[config.mk]
export PLATFORM = sky130hd
export DESIGN_NAME = uint_to_decimal_ascii_flat
export DESIGN_NICKNAME = d
export VERILOG_FILES = /design/src/rtl/uda_pkg.sv /design/src/rtl/uda_if.sv /design/src/rtl/uda_cell.sv /design/src/rtl/uint_to_decimal_ascii.sv /design/src/flat_wrapper.sv
export SDC_FILE = /design/constraint.sdc
export NUM_CORES = 1
export LEC_CHECK = 0
export BUFFER_PORTS_ARGS = -buffer_cell sky130_fd_sc_hd__buf_2
export CAP_MARGIN = 20
export CORE_AREA = 4 4 121 135
export DETAILED_ROUTE_END_ITERATION = 16
export DIE_AREA = 0 0 125 139
export GPL_ROUTABILITY_DRIVEN = 0
export PLACE_DENSITY = 0.61
export SLEW_MARGIN = 20
export SYNTH_ARGS = -nofsm -noshare
export SYNTH_HDL_FRONTEND = slang
export SYNTH_SLANG_ARGS = --single-unit
[constraint.sdc]
create_clock -name clk -period 4.7 [get_ports clk]
set_input_delay 0.705 -clock clk [delete_from_list [all_inputs] [get_ports clk]]
set_output_delay 0.705 -clock clk [all_outputs]
set_load 0.02 [all_outputs]
[src/rtl/uda_pkg.sv]
// Shared types, constants and helpers for the decimal text converter.
package uda_pkg;

    localparam int VALUE_BITS = 32;
    localparam int IN_VALUE_W = 32;
    localparam int SIZE_W     = 7;
    localparam int CHAR_W     = 8;

    // Shift width rounded up to a whole number of two-bit steps.
    localparam int SHIFT_W = 2 * ((VALUE_BITS + 1) / 2);
    localparam int STEPS   = SHIFT_W / 2;
    localparam int STEP_W  = $clog2(STEPS);

    // Decimal digits needed for VALUE_BITS: floor(bits * log10(2)) + 1.
    localparam int DIGITS  = (VALUE_BITS * 30103) / 100000 + 1;
    localparam int IDX_W   = $clog2(DIGITS);
    localparam int CNT_W   = $clog2(DIGITS + 1);

    localparam int TAIL_CHARS = 3;
    localparam int POS_W      = $clog2(DIGITS + TAIL_CHARS);

    localparam logic [CHAR_W-1:0] CHAR_ZERO = 8'h30;
    localparam logic [CHAR_W-1:0] CHAR_LF   = 8'h0A;
    localparam logic [CHAR_W-1:0] CHAR_CR   = 8'h0D;
    localparam logic [CHAR_W-1:0] CHAR_NUL  = 8'h00;

    typedef struct packed {
        logic clear;
        logic shift;
    } cell_ctrl_t;

    // Double-dabble correction: add 3 to a BCD digit of 5 or more.
    function automatic logic [3:0] adj3(input logic [3:0] d);
        adj3 = (d >= 4'd5) ? (d + 4'd3) : d;
    endfunction

endpackage

[src/rtl/uda_if.sv]
// Valid/ready channel interfaces for number items and text items.
interface uda_in_if;
    logic                          valid;
    logic                          ready;
    logic [uda_pkg::IN_VALUE_W-1:0] value;
    logic [uda_pkg::SIZE_W-1:0]     buffer_size;

    modport source (output valid, output value, output buffer_size, input ready);
    modport sink   (input valid, input value, input buffer_size, output ready);
endinterface

interface uda_out_if;
    logic                       valid;
    logic                       ready;
    logic [uda_pkg::CHAR_W-1:0] char_out;
    logic                       last;
    logic                       fit;

    modport source (output valid, output char_out, output last, output fit, input ready);
    modport sink   (input valid, input char_out, input last, input fit, output ready);
endinterface

[src/rtl/uda_cell.sv]
// One BCD digit cell of the shift-and-add-3 chain, two bits per cycle while shift is set.
module uda_cell (
    input  logic                clk,
    input  uda_pkg::cell_ctrl_t ctrl,
    input  logic [1:0]          bits_in,
    output logic [1:0]          bits_out,
    output logic [3:0]          digit
);

    logic [3:0] digit_reg;
    logic [3:0] digit_next;
    logic [3:0] adj_a;
    logic [3:0] mid;
    logic [3:0] adj_b;

    always_comb
    begin
        adj_a      = uda_pkg::adj3(digit_reg);
        mid        = {adj_a[2:0], bits_in[1]};
        adj_b      = uda_pkg::adj3(mid);
        digit_next = {adj_b[2:0], bits_in[0]};
        // bits leaving toward the next higher digit, first step in the high bit
        bits_out   = {adj_a[3], adj_b[3]};
    end

    always_ff @(posedge clk)
    begin
        if (ctrl.clear)
        begin
            digit_reg <= 4'd0;
        end
        else if (ctrl.shift)
        begin
            digit_reg <= digit_next;
        end
    end

    assign digit = digit_reg;

endmodule

[src/rtl/uint_to_decimal_ascii.sv]
// Top level: unsigned binary to decimal ASCII text, one character per item.
// Each number is accepted, converted in the digit chain and its digits counted;
// then the kept digits and three tail characters go out, one per cycle while
// the sink is ready. A new number is accepted only after the last character;
// the digit-cell chain converts the value two bits per cycle.
// Reset: rst_n, asynchronous active low, clears the sequencer and output valid.
module uint_to_decimal_ascii (
    input  logic      clk,
    input  logic      rst_n,
    uda_in_if.sink    number,
    uda_out_if.source text
);

    typedef enum logic [3:0] {
        ST_IDLE = 4'b0001,
        ST_CONV = 4'b0010,
        ST_FIND = 4'b0100,
        ST_EMIT = 4'b1000
    } state_t;

    state_t state_reg, state_next;

    logic [uda_pkg::SHIFT_W-1:0] shift_reg, shift_next;
    logic [uda_pkg::SIZE_W-1:0]  size_reg, size_next;
    logic [uda_pkg::STEP_W-1:0]  step_reg, step_next;
    logic [uda_pkg::POS_W-1:0]   pos_reg, pos_next;
    logic                        fit_reg, fit_next;

    logic [uda_pkg::CHAR_W-1:0]  char_reg, char_next;
    logic                        last_reg, last_next;
    logic                        ofit_reg, ofit_next;
    logic                        out_valid_reg, out_valid_next;

    uda_pkg::cell_ctrl_t         ctrl;
    logic [1:0]                  link [uda_pkg::DIGITS+1];
    logic [3:0]                  digit [uda_pkg::DIGITS];

    logic [63:0]                 val_ext;
    logic [uda_pkg::SHIFT_W-1:0] val_in;
    logic [uda_pkg::CNT_W-1:0]   ndig;
    logic [uda_pkg::SIZE_W-1:0]  limit;
    logic [uda_pkg::CNT_W-1:0]   kept;
    logic                        fits;
    logic                        accept;
    logic                        slot_free;
    logic [uda_pkg::IDX_W-1:0]   rd_idx;
    logic [uda_pkg::POS_W-1:0]   pos_off;

    // digit chain: cell 0 is the units digit, value enters msb first
    assign link[0] = shift_reg[uda_pkg::SHIFT_W-1 -: 2];

    for (genvar g = 0; g < uda_pkg::DIGITS; g++)
    begin : g_cell
        uda_cell u_cell (
            .clk      (clk),
            .ctrl     (ctrl),
            .bits_in  (link[g]),
            .bits_out (link[g+1]),
            .digit    (digit[g])
        );
    end

    assign accept         = number.valid && number.ready;
    assign number.ready   = (state_reg == ST_IDLE);
    assign slot_free      = !out_valid_reg || text.ready;
    assign text.valid     = out_valid_reg;
    assign text.char_out  = char_reg;
    assign text.last      = last_reg;
    assign text.fit       = ofit_reg;

    assign ctrl.clear = accept;
    assign ctrl.shift = (state_reg == ST_CONV);

    always_comb
    begin
        val_ext = {32'd0, number.value};
        for (int i = 0; i < uda_pkg::SHIFT_W; i++)
        begin
            val_in[i] = (i < uda_pkg::VALUE_BITS) ? val_ext[i] : 1'b0;
        end
    end

    // significant digit count and how many are kept
    always_comb
    begin
        ndig = uda_pkg::CNT_W'(1);
        for (int i = 1; i < uda_pkg::DIGITS; i++)
        begin
            if (digit[i] != 4'd0)
            begin
                ndig = uda_pkg::CNT_W'(i + 1);
            end
        end
        if (size_reg > uda_pkg::SIZE_W'(uda_pkg::TAIL_CHARS))
        begin
            limit = size_reg - uda_pkg::SIZE_W'(uda_pkg::TAIL_CHARS);
        end
        else
        begin
            limit = uda_pkg::SIZE_W'(1);
        end
        fits = (uda_pkg::SIZE_W'(ndig) <= limit);
        kept = fits ? ndig : uda_pkg::CNT_W'(limit);
    end

    assign pos_off = pos_reg - uda_pkg::POS_W'(uda_pkg::TAIL_CHARS);
    assign rd_idx  = pos_off[uda_pkg::IDX_W-1:0];

    always_comb
    begin
        state_next     = state_reg;
        shift_next     = shift_reg;
        size_next      = size_reg;
        step_next      = step_reg;
        pos_next       = pos_reg;
        fit_next       = fit_reg;
        char_next      = char_reg;
        last_next      = last_reg;
        ofit_next      = ofit_reg;
        out_valid_next = out_valid_reg;

        if (text.ready)
        begin
            out_valid_next = 1'b0;
        end

        case (state_reg)
            ST_IDLE:
            begin
                if (accept)
                begin
                    shift_next = val_in;
                    size_next  = number.buffer_size;
                    step_next  = uda_pkg::STEP_W'(uda_pkg::STEPS - 1);
                    state_next = ST_CONV;
                end
            end
            ST_CONV:
            begin
                shift_next = shift_reg << 2;
                step_next  = step_reg - uda_pkg::STEP_W'(1);
                if (step_reg == '0)
                begin
                    state_next = ST_FIND;
                end
            end
            ST_FIND:
            begin
                pos_next   = uda_pkg::POS_W'(kept) + uda_pkg::POS_W'(uda_pkg::TAIL_CHARS - 1);
                fit_next   = fits;
                state_next = ST_EMIT;
            end
            ST_EMIT:
            begin
                if (slot_free)
                begin
                    out_valid_next = 1'b1;
                    ofit_next      = fit_reg;
                    last_next      = 1'b0;
                    if (pos_reg >= uda_pkg::POS_W'(uda_pkg::TAIL_CHARS))
                    begin
                        char_next = uda_pkg::CHAR_ZERO | {4'd0, digit[rd_idx]};
                    end
                    else if (pos_reg == uda_pkg::POS_W'(uda_pkg::TAIL_CHARS - 1))
                    begin
                        char_next = uda_pkg::CHAR_LF;
                    end
                    else if (pos_reg != '0)
                    begin
                        char_next = uda_pkg::CHAR_CR;
                    end
                    else
                    begin
                        char_next = uda_pkg::CHAR_NUL;
                        last_next = 1'b1;
                    end
                    pos_next = pos_reg - uda_pkg::POS_W'(1);
                    if (pos_reg == '0)
                    begin
                        state_next = ST_IDLE;
                    end
                end
            end
            default:
            begin
                state_next = ST_IDLE;
            end
        endcase
    end

    always_ff @(posedge clk or negedge rst_n)
    begin
        if (!rst_n)
        begin
            state_reg     <= ST_IDLE;
            out_valid_reg <= 1'b0;
        end
        else
        begin
            state_reg     <= state_next;
            out_valid_reg <= out_valid_next;
        end
    end

    always_ff @(posedge clk)
    begin
        shift_reg <= shift_next;
        size_reg  <= size_next;
        step_reg  <= step_next;
        pos_reg   <= pos_next;
        fit_reg   <= fit_next;
        char_reg  <= char_next;
        last_reg  <= last_next;
        ofit_reg  <= ofit_next;
    end

endmodule
[src/flat_wrapper.sv]
// flat-port wrapper written by rule: the top's interface ports become plain ports
module uint_to_decimal_ascii_flat 
  (clk, rst_n, number_valid, number_value, number_buffer_size, number_ready, text_valid, text_char_out, text_last, text_fit, text_ready);
  uda_in_if number_i ();
  uda_out_if text_i ();
  input  logic clk;
  input  logic rst_n;
  input wire logic [$bits(number_i.valid)-1:0] number_valid;
  input wire logic [$bits(number_i.value)-1:0] number_value;
  input wire logic [$bits(number_i.buffer_size)-1:0] number_buffer_size;
  output wire logic [$bits(number_i.ready)-1:0] number_ready;
  output wire logic [$bits(text_i.valid)-1:0] text_valid;
  output wire logic [$bits(text_i.char_out)-1:0] text_char_out;
  output wire logic [$bits(text_i.last)-1:0] text_last;
  output wire logic [$bits(text_i.fit)-1:0] text_fit;
  input wire logic [$bits(text_i.ready)-1:0] text_ready;
  assign number_i.valid = number_valid;
  assign number_i.value = number_value;
  assign number_i.buffer_size = number_buffer_size;
  assign number_ready = number_i.ready;
  assign text_valid = text_i.valid;
  assign text_char_out = text_i.char_out;
  assign text_last = text_i.last;
  assign text_fit = text_i.fit;
  assign text_i.ready = text_ready;
  uint_to_decimal_ascii u_core (.clk(clk), .rst_n(rst_n), .number(number_i), .text(text_i));
endmodule
# Yosys cells after proc, flatten, opt, wreduce, memory -nomap -nowiden
# Cells that the tools add are included.
# totals
register_bits	103
word_cells	156
output_inout_bits	12
# classes
eq_ne	9
n_addsub	25
mux	52
n_reduce_logical	23
bitwise_logic	1
n_lt_le_gt_ge	24
# op_table
op	n
two-way mux 4 bit	33
>= comparator 4 x 3 -> 1 bit, second input constant	20
adder 4 x 2 -> 4 bit, second input constant	19
case mux 32 bit (2 select lines)	1
nonzero test 4 bit	10
two-way mux 32 bit	1
two-way mux 3 bit	6
binary-select mux 4 bit (select 4 bit)	1
case mux 4 bit (2 select lines)	2
case mux 4 bit (4 select lines)	1
== test 4 x 2 -> 1 bit, second input constant	2
zero test 4 bit	2
AND reduction 2 bit	4
subtractor 4 x 1 -> 4 bit, second input constant	2
> comparator 7 x 2 -> 1 bit, second input constant	1
<= comparator 4 x 7 -> 1 bit	1
two-way mux 7 bit	1
subtractor 7 x 2 -> 7 bit, second input constant	1
adder 3 x 2 -> 3 bit, second input constant	2
>= comparator 5 bit, second input constant	1
NOT 4 -> 5 bit	1
== test 4 x 1 -> 1 bit, second input constant	1
== test 4 x 3 -> 1 bit, second input constant	1
== test 4 bit, second input constant	1
12 further kinds	19

# Depth between registers and ports, before layout
# logic_depth
word_depth	14
mapped_depth	20

# Hierarchy
# A second synthesis with hierarchy kept.
# hier_totals
cells_unflattened	712
hier_area_um2	6940.4
# by_module_without_submodules
mod	cells_per_inst	area_per_inst_um2	instances	seq_area_each_um2
uda_cell	40	356.6	10	80.1
uint_to_decimal_ascii	312	3374.5	1	1778.0

# Worst setup path after synthesis
# Ideal clock, no wire load.
# synth_path
path_type	reg2reg
from	reg u_core.g_cell[2].u_cell.digit_reg[0]
to	reg u_core.pos_reg[3] (netlist bit), data pin
t_arrival_ps	3075
stages_incl_launch_ff	20
period_less_slack_ps	3325
setup_slack_ps	1375
setup_ps	250
cell_sequence	dfxtp_1 inv_1 ha_1 nor3b_1 a21boi_0 o311ai_0 a211o_1 nand2b_1 ha_1 nand4_1 nand4b_1 a211oi_2 and2_1 inv_1 o21ai_1 ha_1 nand2b_1 a31oi_1 mux2_4 nor2_1
# synth_via
elab_chain_len	13
# synth_rtl
item	line_no	source
start, declared	uda_cell.sv:10	logic [3:0] digit_reg;
start signal, assigned	uda_cell.sv:34	digit_reg <= digit_next;
nonzero test 4 bit	uint_to_decimal_ascii.sv:89	if (digit[i] != 4'd0)
two-way mux 2 bit	uint_to_decimal_ascii.sv:89	
two-way mux 3 bit (4 in series)	uint_to_decimal_ascii.sv:89	
two-way mux 4 bit (3 in series)	uint_to_decimal_ascii.sv:89	
<= comparator 4 x 7 -> 1 bit	uint_to_decimal_ascii.sv:102	fits = (uda_pkg::SIZE_W'(ndig) <= limit);
named net u_core.fits	uint_to_decimal_ascii.sv:43	logic fits;
two-way mux 4 bit	uint_to_decimal_ascii.sv:103	kept = fits ? ndig : uda_pkg::CNT_W'(limit);
adder 4 x 2 -> 4 bit	uint_to_decimal_ascii.sv:149	pos_next = uda_pkg::POS_W'(kept) + uda_pkg::POS_W'(uda_pkg::TAIL_CHARS - 1);
case mux 4 bit (2 select lines)	uint_to_decimal_ascii.sv:127	case (state_reg)
named net u_core.pos_next (one bit)	uint_to_decimal_ascii.sv:26	logic [uda_pkg::POS_W-1:0] pos_reg, pos_next;
end signal, assigned	uint_to_decimal_ascii.sv:210	pos_reg <= pos_next;
end, declared	uint_to_decimal_ascii.sv:26	
# The timed path passes the listed nets, and every way through them passes these cells.
# A chain may end at the register's enable or synchronous reset.

# Final worst setup path
# Ends and elaborated chain as after synthesis.

==> flow_summary.json <==
{
  "routedWlPerCell_um": 14.46,
  "cts_sinks": 100,
  "swShare_pct": 43.06,
  "yosysUniqueCellTypes": 63,
  "p_comb_share_pct": 55.0,
  "drt-total-wl_um": 14010,
  "drt_first_pass_iters": 4,
  "clk_pin_slew_ps": 70,
  "max_stage_delay_ps": 350,
  "final_common_cell": "nand2_1",
  "cts-resized-gates": 0,
  "start_util_pct": 44.53,
  "cp_common_cell": "ha_1",
  "grt_pass1_wl_um": 23290,
  "track_usage_pct": 16.03,
  "p_leak_nw": 3.096,
  "io_pins": 55,
  "finalSetupTns_ps": 0,
  "synth_largest_area_cell": "edfxtp_1",
  "rsz0062_at_grt": "false",
  "fmax_ghz": 0.2633,
  "path_max_fanout": 5,
  "die_width_um": 125,
  "grt_pass1_vias": 5116,
  "synth_edf_count": 55,
  "clock-skew-final_ps": 6.424,
  "cts_root_buf": "clkbuf_16",
  "path_cells": "inv_1 -> ha_1 -> nor3b_1 -> a21boi_0 -> o311ai_0 -> a211o_1 -> nand2b_1 -> ha_1 -> nand4_1 -> nand4b_1 -> a211oi_2 -> and2_1 -> inv_1 -> nand2_1 -> o21ai_1 -> ha_1 -> nand2b_1 -> a31oi_1 -> mux2_4 -> nor2_1",
  "grt_max_degree": 94,
  "largest_reg_flops": 40,
  "setup_viol": 0,
  "die_h_um": 139,
  "cts-htree-levels": 3,
  "cts_buffers": 9,
  "syn_avg_cell_area_um2": 9.162,
  "r2r_setup_slack_ps": 900,
  "worstPathRequired_ps": 4920,
  "die_area_um2": 17380,
  "finalHoldViolCount": 0,
  "slew_headroom_pct": 38.75,
  "arrival_ps": 4020,
  "r2r-start": "u_core.g_cell[2].u_cell.digit[0]",
  "internal_power_mw": 2.963,
  "post-cts-setup-buffers": 0,
  "cts_buffer_depth": 2,
  "slew_violations": 0,
  "worstReg2RegEnd": "u_core.pos_reg[3]",
  "ant_nets": 0,
  "cts-hold-fix-buffers": 0,
  "clock_power_share_pct": 14.9,
  "antenna_cells": 0,
  "yosysWarnings": 0,
  "worst_slack_ps": 902.2,
  "worstRegToRegCells": 20,
  "synth_area_um2": 6651,
  "crit_buf_inv": 2,
  "antenna_found_initial": 0,
  "layout.nets": 866,
  "clk_latency_ps": 360,
  "syn2layout_area_growth_pct": 11.06,
  "routed_via_density": 5.340,
  "synthTopCellsByArea": "edfxtp_1, dfxtp_1, ha_1, nand2_1, a21oi_1",
  "ys_seq_area_share_pct": 38.77,
  "pre_cts_ws_ps": 974.1,
  "drv_cap": 0,
  "ys_ff_latch": 100,
  "p_switching_mw": 2.241,
  "n_fill_cell": 1426,
  "finalCriticalPeriod_ps": 3798,
  "layout_common_cells": "nand2_1, a21oi_1, ha_1, edfxtp_1, buf_2",
  "power_frac_seq_pct": 30.2,
  "worstMarginPinSlew_ps": 918.7,
  "drt-initial-drc-count": 265,
  "status": "finished clean",
  "crit_family": "compound AO/OA/AOI/OAI gates",
  "dpl.hpwl_um": 10230,
  "cts_tree": "done",
  "hp-class": "in2async",
  "grt_overflow": 0,
  "fp.coreArea_um2": 14940,
  "num_rows": 47,
  "start_kind": "flop",
  "synthFlopType": "edfxtp_1",
  "hold_slack_ps": 146.2,
  "critical_path_class": "reg2reg",
  "drcViolationCount": 0,
  "post-route-period-util_pct": 80.80,
  "endpoint_kind": "flop",
  "async_flop_share_pct": 5.000,
  "layout-drive-gt1-share_pct": 15.52,
  "p_per_area_nw_per_um2": 704.4,
  "ir_drop_v": 0.0002460,
  "synth_top_area_share_pct": 24.83,
  "synth_cells": 726,
  "vias": 5174,
  "portBuffers": 52,
  "slowest_stage": "dfxtp_1"
}
[synth_stat cells, types with 4 or more instances]
cell and number:
clkbuf_1 11, a21oi_2 5, nor2b_1 11, nor3b_1 24, buf_2 8, ha_1 55, dfxtp_1 40, a21oi_1 56
mux4_2 8, mux2i_1 18, nand3_1 35, nor2_1 31, nand2b_1 26, edfxtp_1 55, nor3_1 6, nand2_1 117
xnor2_1 24, dfrtp_1 4, buf_1 4, o21ai_1 11, inv_1 48, mux2_2 18, o21a_1 9, o21ai_0 45
[worst register-to-register path, stage by stage (launching register included)]
cell	delay [ps]
dfxtp_1	350
inv_1	100
ha_1	210
nor3b_1	260
a21boi_0	220
o311ai_0	140
a211o_1	330
nand2b_1	100
ha_1	230
nand4_1	70
nand4b_1	110
a211oi_2	340
and2_1	270
inv_1	90
nand2_1	60
o21ai_1	60
ha_1	220
nand2b_1	70
a31oi_1	40
mux2_4	280
nor2_1	100
[final cells by class]
type                       instances  area (um^2)  share of cell area, %
multi-input combinational        550         3766                  50.98
sequential                       100         2579                  34.91
timing repair buffer              58        305.3                  4.133
tap                              196        245.2                  3.320
clock buffer                       9        225.2                  3.049
inverter                          49        183.9                  2.490
clock inverter                     7        82.58                  1.118
[power by group through the flow]
stage | registers [mW] | clock network [mW] | logic [mW]
final | 1.57 | 0.773 | 2.86
after detailed placement | 1.59 | 0 | 2.86
after CTS | 1.57 | 0.791 | 2.88
after floorplan | 1.51 | 0 | 2.29
after global routing | 1.61 | 0.832 | 3.24
after global placement | 1.58 | 0 | 2.73
[logic make-up (layout without fill, tap and decap cells)]
logic type | after synthesis | after routing | synth area share (%)
fa+ha+maj | 55 | 55 | 10.35
simple gates | 268 | 268 | 19.79
compound gates | 150 | 150 | 13.32
buf+inv | 77 | 123 | 4.797
flops | 100 | 100 | 38.77
xor+xnor | 25 | 25 | 3.292
other cells | 1 | 2 | 0.05638
mux | 50 | 50 | 9.631
[worst max-delay path by stage]
stage          depth (start not counted)                 to                             start
2_1_floorplan                         19  u_core.pos_reg[3]  u_core.g_cell[2].u_cell.digit[0]
3_3_place_gp                          20  u_core.pos_reg[3]  u_core.g_cell[2].u_cell.digit[0]
3_5_place_dp                          19  u_core.pos_reg[3]  u_core.g_cell[2].u_cell.digit[0]
4_1_cts                               20  u_core.pos_reg[3]  u_core.g_cell[2].u_cell.digit[0]
5_1_grt                               20  u_core.pos_reg[3]  u_core.g_cell[2].u_cell.digit[0]
6_report                              20  u_core.pos_reg[3]  u_core.g_cell[2].u_cell.digit[0]
[per-layer routing]
metal	vias to the layer above	wire length (um)	track usage [%]
li1	2624	-	-
met1	2433	6188	18.52
met2	101	7114	29.31
met3	16	518	3.852
met4	0	193	4.737
met5	-	0	0
[stage by stage]
stage | power [mW] | cell area [um^2] | util (%) | cells
final | 5.204 | 7387 | 49.46 | 969
after global routing | 5.688 | 7387 | 49.46 | 969
after detailed placement | 4.444 | 7079 | 47.39 | 953
after global placement | 4.302 | 7079 | 47.39 | 953
after floorplan | 3.800 | 6655 | - | 727
after CTS | 5.237 | 7387 | 49.46 | 969
(Power assumes the default switching activity.)
